$ cat src/rtl/core/ara_pkg.sv
// ara_pkg: types and constants shared by the alert repeat aggregator.
// Holds the channel payload structs, slot entry, FSM state and ctrl/datapath
// command and status bundles. No dependencies.
`default_nettype none

package ara_pkg;

	// configuration register indexes
	localparam logic CFG_CRITICAL = 1'b0;
	localparam logic CFG_WINDOW   = 1'b1;

	localparam logic [2:0]  CRIT_RESET   = 3'd4;
	localparam logic [15:0] WINDOW_RESET = 16'd60;

	// item kinds and result kinds
	localparam logic KIND_ALERT   = 1'b0;
	localparam logic KIND_FLUSH   = 1'b1;
	localparam logic RES_DECISION = 1'b0;
	localparam logic RES_FLUSH    = 1'b1;

	// summaries reported by one flush at most
	localparam int unsigned OUT_LIMIT = 64;
	localparam int unsigned NW        = $clog2(OUT_LIMIT + 1);
	typedef logic [NW-1:0] sum_cnt_t;

	typedef struct packed {
		logic        kind;
		logic [2:0]  threat;
		logic [63:0] name_hi;
		logic [63:0] name_lo;
		logic [31:0] reason_code;
		logic [31:0] now_seconds;
	} item_t;

	typedef struct packed {
		logic        result_kind;
		logic        emit;
		logic        has_summary;
		logic [63:0] out_name_hi;
		logic [63:0] out_name_lo;
		logic [31:0] out_reason;
		logic [31:0] repeat_count;
		logic [31:0] elapsed_seconds;
		logic [31:0] suppressed_total;
		logic        last;
	} result_t;

	typedef struct packed {
		logic [63:0] name_hi;
		logic [63:0] name_lo;
		logic [31:0] reason;
		logic [31:0] start;
		logic [31:0] count;
	} slot_entry_t;

	typedef enum logic [2:0] {
		ST_IDLE,
		ST_ASCAN,
		ST_ADONE,
		ST_FSCAN,
		ST_FEND
	} state_t;

	typedef struct packed {
		logic start;       // latch item, clear per-item tracking
		logic alert_step;  // record free slot / match at current index
		logic adv;         // move scan index on
		logic commit;      // write slot, emit decision
		logic flush_free;  // clear used bit at current index
		logic flush_summ;  // bank a summary for current slot
		logic flush_end;   // send closing flush transaction
	} cmd_t;

	typedef struct packed {
		logic kind_flush;
		logic critical;
		logic hit;
		logic used;
		logic expired;
		logic multi;
		logic last;
		logic out_free;
		logic pend_valid;
		logic limit;
	} status_t;

endpackage

`default_nettype wire

$ cat src/rtl/core/ara_ctrl.sv
// ara_ctrl: sequencing FSM of the alert repeat aggregator.
// Drives ara_pkg::cmd_t into the datapath from ara_pkg::status_t; uses ara_pkg.
`default_nettype none

module ara_ctrl (
	input  wire logic             clk,
	input  wire logic             arst_n,
	input  wire logic             item_valid,
	output logic                  item_stall,
	input  wire ara_pkg::status_t status,
	output ara_pkg::cmd_t         cmd
);

	ara_pkg::state_t state_q, state_d;

	always_ff @(posedge clk or negedge arst_n) begin
		if (!arst_n) begin
			state_q <= ara_pkg::ST_IDLE;
		end else begin
			state_q <= state_d;
		end
	end

	always_comb begin
		state_d    = state_q;
		cmd        = '0;
		item_stall = 1'b1;
		case (state_q)
			ara_pkg::ST_IDLE: begin
				item_stall = 1'b0;
				if (item_valid) begin
					cmd.start = 1'b1;
					if (status.kind_flush) begin
						state_d = ara_pkg::ST_FSCAN;
					end else if (status.critical) begin
						state_d = ara_pkg::ST_ADONE;
					end else begin
						state_d = ara_pkg::ST_ASCAN;
					end
				end
			end
			ara_pkg::ST_ASCAN: begin
				cmd.alert_step = 1'b1;
				if (status.hit || status.last) begin
					state_d = ara_pkg::ST_ADONE;
				end else begin
					cmd.adv = 1'b1;
				end
			end
			ara_pkg::ST_ADONE: begin
				if (status.out_free) begin
					cmd.commit = 1'b1;
					state_d    = ara_pkg::ST_IDLE;
				end
			end
			ara_pkg::ST_FSCAN: begin
				if (status.used && status.expired && status.multi) begin
					if (status.limit) begin
						// summary budget spent: leave this and later slots alone
						state_d = ara_pkg::ST_FEND;
					end else if (!status.pend_valid || status.out_free) begin
						cmd.flush_summ = 1'b1;
						cmd.flush_free = 1'b1;
						cmd.adv        = 1'b1;
						if (status.last) begin
							state_d = ara_pkg::ST_FEND;
						end
					end
				end else begin
					cmd.flush_free = status.used && status.expired;
					cmd.adv        = 1'b1;
					if (status.last) begin
						state_d = ara_pkg::ST_FEND;
					end
				end
			end
			ara_pkg::ST_FEND: begin
				if (status.out_free) begin
					cmd.flush_end = 1'b1;
					state_d       = ara_pkg::ST_IDLE;
				end
			end
			default: begin
				state_d = ara_pkg::ST_IDLE;
			end
		endcase
	end

endmodule

`default_nettype wire

$ cat config.mk
export PLATFORM = sky130hd
export DESIGN_NAME = ara_ctrl
export DESIGN_NICKNAME = d
export VERILOG_FILES = /design/src/rtl/core/ara_pkg.sv /design/src/rtl/core/ara_ctrl.sv
export SDC_FILE = /design/constraint.sdc
export NUM_CORES = 1
export LEC_CHECK = 0
export ABC_AREA = 1
export ABC_CLOCK_PERIOD_IN_PS = 1500
export BUFFER_PORTS_ARGS = -buffer_cell sky130_fd_sc_hd__buf_2
export CORE_AREA = 8 8 45 47
export DETAILED_ROUTE_END_ITERATION = 16
export DIE_AREA = 0 0 53 55
export HOLD_SLACK_MARGIN = 0.03
export PLACE_DENSITY = 0.58
export SKIP_CTS_REPAIR_TIMING = 1
export SLEW_MARGIN = 20
export SYNTH_ARGS = -nofsm -noshare
export SYNTH_HDL_FRONTEND = slang
export SYNTH_SLANG_ARGS = --single-unit
$ cat constraint.sdc
create_clock -name clk -period 1.5 [get_ports clk]
set_input_delay 0.225 -clock clk [delete_from_list [all_inputs] [get_ports clk]]
set_output_delay 0.225 -clock clk [all_outputs]
set_load 0.005 [all_outputs]
==> results.sh, run 1 <==
export IMPL_fp_dieArea_um2=2915
export IMPL_fp_coreArea_um2=1384
export IMPL_via_per_inst=4.321
export IMPL_synth_compound_area_share_pct=4.560
export IMPL_synth_xor_area_share_pct=0
export IMPL_required_ns=1.27
export IMPL_irDropWorstVdd_v=0.0005519
export IMPL_post_route_util_pct=39.51
export IMPL_crit_start="state_q[1]"
export IMPL_drv_cap=0
export IMPL_top_register="state_q"
export IMPL_grt_overflow=0
export IMPL_postRouteAntennaNets=0
export IMPL_die_h_um=55
export IMPL_clkTransAtPathRegs_ns=0.04
export IMPL_crit_arrival_ns=1.17
export IMPL_synth_top_family_by_area="simple AND/OR/NAND/NOR gates"
export IMPL_yosys_area_share_simple_pct=59.28
export IMPL_final_nets=107
export IMPL_worstSkewPairLatency_ns=0.24
export IMPL_max_slew_margin_pct=85.33
export IMPL_hold_viol=0
export IMPL_fmax_mhz=718.3
export IMPL_area_growth_pct=42.35
export IMPL_skew_ns=0.004808
export IMPL_reg2reg_to="state_q[2]"
export IMPL_period_share_pct=92.82
export IMPL_wl_per_cell_um=9.606
export IMPL_root_buffer="clkbuf_4"
export IMPL_cts_tree="built"
export IMPL_num_io_pins=21
export IMPL_synth_async_reset_ratio_pct=100.0
export IMPL_hold_path_class="input pin to asynchronous set/reset pin"
export IMPL_synth_distinct_cells=15
export IMPL_rsz0062_at_grt="true"
export IMPL_synth_seq_area_share_pct=19.54
export IMPL_worstSetupEndpoint="cmd[2]"
export IMPL_synth_edf_count=0
export IMPL_start_kind="register"
export IMPL_setup_violations=0
export IMPL_gp_congestion=0.8476
export IMPL_cellPowerDensity_nw_per_um2=1495
export IMPL_antenna_found_initial=0
export IMPL_vias=471
export IMPL_antenna_cells=0
export IMPL_drc=0
export IMPL_drive_gt1_share_pct=40.86
export IMPL_synth_commonest_cells="nand2_1 (20), inv_1 (13), nand3_1 (8)"
export IMPL_run_status="finished clean"
export IMPL_h_tree_depth=1
export IMPL_syn_num_nets=82
export IMPL_synth_adder_area_share_pct=0
export IMPL_cts_made_buffers=3
export IMPL_grt_pass1_wl_um=1676
export IMPL_worst_setup_path_type="register to primary output"
export IMPL_synth_area_leader_cell="dfrtp_1"
export IMPL_fill_cells=156
export IMPL_grt_usage_pct=7.495
export IMPL_ys_warn_count=0
export IMPL_yosys_top_cells_area="dfrtp_1 (20%), nand2_1 (20%), inv_1 (13%)"
export IMPL_fin_crit_ns=1.392
export IMPL_reg2reg_setup_slack_ns=0.38
export IMPL_synth_area_mux_share_pct=0
export IMPL_grt_max_degree=9
export IMPL_first_global_vias=444
export IMPL_yosysMostFrequentCell="nand2_1"
export IMPL_crit_fanout=8
export IMPL_drt_wl_total_um=1047
export IMPL_syn_area_per_cell_um2=5.567
export IMPL_start_util_pct=27.76
export IMPL_clk_path_buf_depth=2
export IMPL_slew_violations=0
export IMPL_fin_setup_tns_ns=0
export IMPL_first_pass_iters=4
export IMPL_rr_worst_depth=7
export IMPL_ys_seq_elements=3
export IMPL_synth_top_area_share_pct=19.54
export IMPL_end_kind="primary output"
export IMPL_syn_area_um2=384.1
export IMPL_rows=14
export IMPL_first_iter_violations=8
export IMPL_hpwl_um=900.5
export IMPL_tightest_slew_ns=0.2181
export IMPL_clock_sinks=3
export IMPL_reg2reg_from="state_q[1]"
export IMPL_leakagePower_nw=0.3374
export IMPL_synth_ff_type="dfrtp_1"
export IMPL_reg_top3="state_q: 3 flops"
export IMPL_die_width_um=53
export IMPL_largest_reg_flops=3
export IMPL_synthCells=69
export IMPL_io_buffer_count=20
report_power, final:
part / switching [mW] / leakage, nW / internal (mW)
Clock: 0.0460 / 0.0150 / 0.0999
Combinational: 0.277 / 0.288 / 0.200
Sequential: 0.0710 / 0.0346 / 0.124
critical path, stage by stage (launching register included):
cell     delay, ns
dfrtp_2       0.42
nand2_1       0.11
nor2_4        0.13
nand2_1       0.08
nor2_1        0.08
buf_2         0.11
per-stage QoR:
stage / instance area (µm²) / std cells / worst slack [ns] / power, mW / hold slack, ns
global route: 546.8 / 109 / -0.01186 / 0.9162 / 0.3087
detailed placement: 496.7 / 104 / 0.2709 / 0.6513 / 0.02443
floorplan: 384.1 / 69 / 0.4065 / 0.5229 / -0.07059
global placement: 496.7 / 104 / 0.2923 / 0.6478 / 0.02285
finish: 546.8 / 109 / 0.1077 / 0.8174 / 0.3159
CTS: 523.0 / 108 / 0.02421 / 0.8008 / -0.2251
per-layer routing:
metal	vias up	GRT usage (%)	wire, µm
met5	-	0	0
met4	0	2.586	0
met3	0	4.278	136
met2	18	11.52	423
met1	194	8.537	487
li1	259	-	-
cell usage in the layout, fill, tap and decap left out, types with 2 or more instances in the layout:
cell type / netlist / final
o21ai_0: 2 / 2
dfrtp_2: 0 / 3
buf_2: 0 / 20
nand2_1: 20 / 20
nand3_1: 8 / 8
nand2_2: 2 / 2
nor2_1: 6 / 6
inv_2: 2 / 2
clkbuf_4: 0 / 3
inv_1: 13 / 13
nor2_2: 4 / 3
nand3_2: 3 / 3
logic make-up after synthesis:
kind of cell	Yosys count
AND/OR/NAND/NOR	47
buffers and inverters	16
AO/OA/AOI/OAI	3
flip-flops	3
layout make-up:
type                       count  area [µm²]  share of cell area [%]
timing repair buffer          21       110.1                   20.14
tap                           16       20.02                   3.661
clock buffer                   4       26.28                   4.805
sequential                     3       78.83                   14.42
inverter                      15       56.30                   10.30
multi-input combinational     50       255.2                   46.68
worst min path at each step:
stage,to
after floorplan,state_q[0]
after global placement,state_q[2]
after detailed placement,state_q[0]
after CTS,state_q[2]
after global routing,state_q[0]
final,state_q[2]
Note: power is estimated with default switching activity, not from simulation.
==> run 2: changes to the inputs <==
--- a/config.mk
+++ b/config.mk
@@ -5,14 +5,14 @@
 export SDC_FILE = /design/constraint.sdc
 export NUM_CORES = 1
 export LEC_CHECK = 0
-export ABC_AREA = 1
 export ABC_CLOCK_PERIOD_IN_PS = 1500
 export BUFFER_PORTS_ARGS = -buffer_cell sky130_fd_sc_hd__buf_2
 export CORE_AREA = 8 8 45 47
+export CTS_BUF_LIST = sky130_fd_sc_hd__clkbuf_8
 export DETAILED_ROUTE_END_ITERATION = 16
 export DIE_AREA = 0 0 53 55
 export HOLD_SLACK_MARGIN = 0.03
-export PLACE_DENSITY = 0.58
+export PLACE_DENSITY = 0.52
 export SKIP_CTS_REPAIR_TIMING = 1
 export SLEW_MARGIN = 20
 export SYNTH_ARGS = -nofsm -noshare
==> results.sh, run 2 <==
export IMPL_ys_warn_count=0
export IMPL_reg2reg_from="state_q[2]"
export IMPL_power_frac_clock_pct=28.6
export IMPL_rsz0062_at_grt="true"
export IMPL_worst_setup_path_type="register to primary output"
export IMPL_first_iter_violations=8
export IMPL_cellPowerDensity_nw_per_um2=1463
export IMPL_syn_num_nets=56
export IMPL_crit_arrival_ns=1.38
export IMPL_worstSkewPairLatency_ns=0.22
export IMPL_skew_ns=0.004042
export IMPL_sequentialPowerShare_pct=19.6
export IMPL_io_buffer_count=20
export IMPL_synth_commonest_cells="nor2_1 (7), dfrtp_1 (3), nor3_1 (3), o21ai_0 (3)"
export IMPL_drt_wl_total_um=1151
export IMPL_grt_max_degree=9
export IMPL_antenna_cells=0
export IMPL_grt_pass1_wl_um=1800
export IMPL_end_kind="primary output"
export IMPL_synth_seq_area_share_pct=23.72
export IMPL_p_sw_mw=0.3035
export IMPL_rr_worst_depth=4
export IMPL_drive_gt1_share_pct=56.16
export IMPL_final_common_cell="buf_2"
export IMPL_syn_area_per_cell_um2=7.362
export IMPL_clock_sinks=3
export IMPL_final_cell_mix="buf_2 (20), nor2_1 (7), buf_4 (5)"
export IMPL_synth_top_area_share_pct=23.72
export IMPL_die_h_um=55
export IMPL_setup_violations=2
export IMPL_hold_ws_ns=0.2886
export IMPL_synth_ff_type="dfrtp_1"
export IMPL_vias=452
export IMPL_antenna_found_initial=0
export IMPL_synth_distinct_cells=26
export IMPL_cts_tree="built"
export IMPL_hold_viol=0
export IMPL_period_share_pct=106.8
export IMPL_start_util_pct=22.88
export IMPL_irDropWorstVdd_v=0.0004652
export IMPL_reg2reg_setup_slack_ns=0.10
export IMPL_dp_cells=83
export IMPL_rows=14
export IMPL_fp_dieArea_um2=2915
export IMPL_tightest_slew_ns=0.2845
export IMPL_clk_path_buf_depth=2
export IMPL_postRouteAntennaNets=0
export IMPL_clkTransAtPathRegs_ns=0.03
export IMPL_crit_start="state_q[1]"
export IMPL_num_io_pins=21
export IMPL_syn_area_um2=316.6
export IMPL_largest_reg_flops=3
export IMPL_root_buffer="clkbuf_8"
export IMPL_switching_share_pct=36.75
export IMPL_grt_usage_pct=8.534
export IMPL_grt_overflow=0
export IMPL_first_pass_iters=3
export IMPL_fin_crit_ns=1.602
export IMPL_reg2reg_to="state_q[1]"
export IMPL_violations="setup timing"
export IMPL_setup_slack_ns=-0.1016
export IMPL_run_status="complete, but fails checks"
export IMPL_fin_setup_tns_ns=-0.1531
export IMPL_die_width_um=53
export IMPL_synth_async_reset_ratio_pct=100.0
export IMPL_area_growth_pct=78.26
export IMPL_ys_seq_elements=3
export IMPL_start_kind="register"
export IMPL_required_ns=1.27
export IMPL_drv_cap=0
export IMPL_top_register="state_q"
export IMPL_leakagePower_nw=0.2682
export IMPL_gp_congestion=0.7751
export IMPL_p_int_mw=0.5223
export IMPL_hpwl_um=872.2
export IMPL_fp_coreArea_um2=1384
export IMPL_fill_cells=136
export IMPL_min_from="status[9]"
export IMPL_hold_path_class="input pin to register"
export IMPL_synthCells=43
export IMPL_synth_edf_count=0
export IMPL_max_slew_margin_pct=80.79
export IMPL_yosysMostFrequentCell="nor2_1"
export IMPL_via_per_inst=5.079
export IMPL_yosys_top_cells_area="dfrtp_1 (24%), nor2_1 (8.3%), nor3_1 (4.7%)"
export IMPL_reg_top3="state_q: 3 flops"
export IMPL_dp_slack_ns=0.09086
export IMPL_h_tree_depth=1
export IMPL_fin_cells=89
export IMPL_post_route_util_pct=40.78
export IMPL_worstSetupEndpoint="item_stall"
export IMPL_crit_fanout=4
export IMPL_final_nets=87
export IMPL_fmax_mhz=624.4
export IMPL_drc=0
export IMPL_synth_area_leader_cell="dfrtp_1"
export IMPL_wl_per_cell_um=12.93
export IMPL_slew_violations=0
export IMPL_first_global_vias=432
export IMPL_power_share_combinational_pct=51.8
export IMPL_cts_made_buffers=3
-- run 2: cell count changes in the layout (fill, tap and decap cells not counted), moves of 3 or more --
| cell | previous run | this run |
|---|---|---|
| nand2_1 | 20 | 2 |
| inv_1 | 13 | 3 |
| nand3_1 | 8 | 1 |
| buf_4 | 0 | 5 |
| clkbuf_4 | 3 | 0 |
| clkbuf_8 | 0 | 3 |
| nand3_2 | 3 | 0 |
| nor2_2 | 3 | 0 |
-- run 2: worst min path at each step --
stage                             to  slack, ns  cells past startpoint
after global routing      state_q[0]       0.30                      3
after global placement    state_q[1]       0.03                      1
after floorplan           state_q[0]      -0.07                      0
after CTS                 state_q[2]      -0.20                      1
final                     state_q[0]       0.29                      3
after detailed placement  state_q[1]       0.03                      1
-- run 2: power groups by stage --
| stage | Combinational (mW) | Sequential, mW | Clock [mW] |
|---|---|---|---|
| after global placement | 0.379 | 0.156 | 0 |
| after detailed placement | 0.376 | 0.155 | 0 |
| after CTS | 0.378 | 0.153 | 0.239 |
| after global routing | 0.477 | 0.168 | 0.253 |
| after floorplan | 0.207 | 0.146 | 0 |
| final | 0.428 | 0.162 | 0.236 |
-- run 2: critical path: stages, from the launching register on --
cell,delay [ns]
dfrtp_2,0.43
buf_4,0.15
or3_2,0.44
buf_2,0.14
-- run 2: metrics by stage --
stage,instance area (µm²),total power [mW]
after floorplan,316.6,0.3536
after global placement,469.2,0.5346
after detailed placement,469.2,0.5309
after CTS,514.2,0.7701
after global routing,564.3,0.8986
final,564.3,0.8257
-- run 2: layout make-up --
cell class              count  area, µm²  share of cell area, %
well taps                  16      20.02                  3.548
flip-flops and latches      3      77.57                  13.75
inverters                   2      7.507                  1.330
repair buffers             27      158.9                  28.16
clock inverters             1      3.754                 0.6652
clock buffers               3      41.29                  7.317
multi-input cells          37      255.2                  45.23
-- run 2: metal layers --
layer / up-vias / track usage (%) / part of all wire, % / wire (µm)
met5: - / 0 / 0 / 0
met4: 0 / 9.052 / 3.5 / 40
met3: 4 / 2.139 / 7.1 / 82
met2: 17 / 12.30 / 45 / 519
met1: 208 / 9.756 / 44 / 507
li1: 223 / - / - / -
-- run 2: cells by family (layout without fill, tap and decap cells) --
logic type,count (synthesis),in the layout,share of synthesized area [%]
and+or+nand+nor,26,26,49.41
AOI/OAI and AO/OA,11,11,22.93
buffers and inverters,3,33,3.952
DFF,3,3,23.71
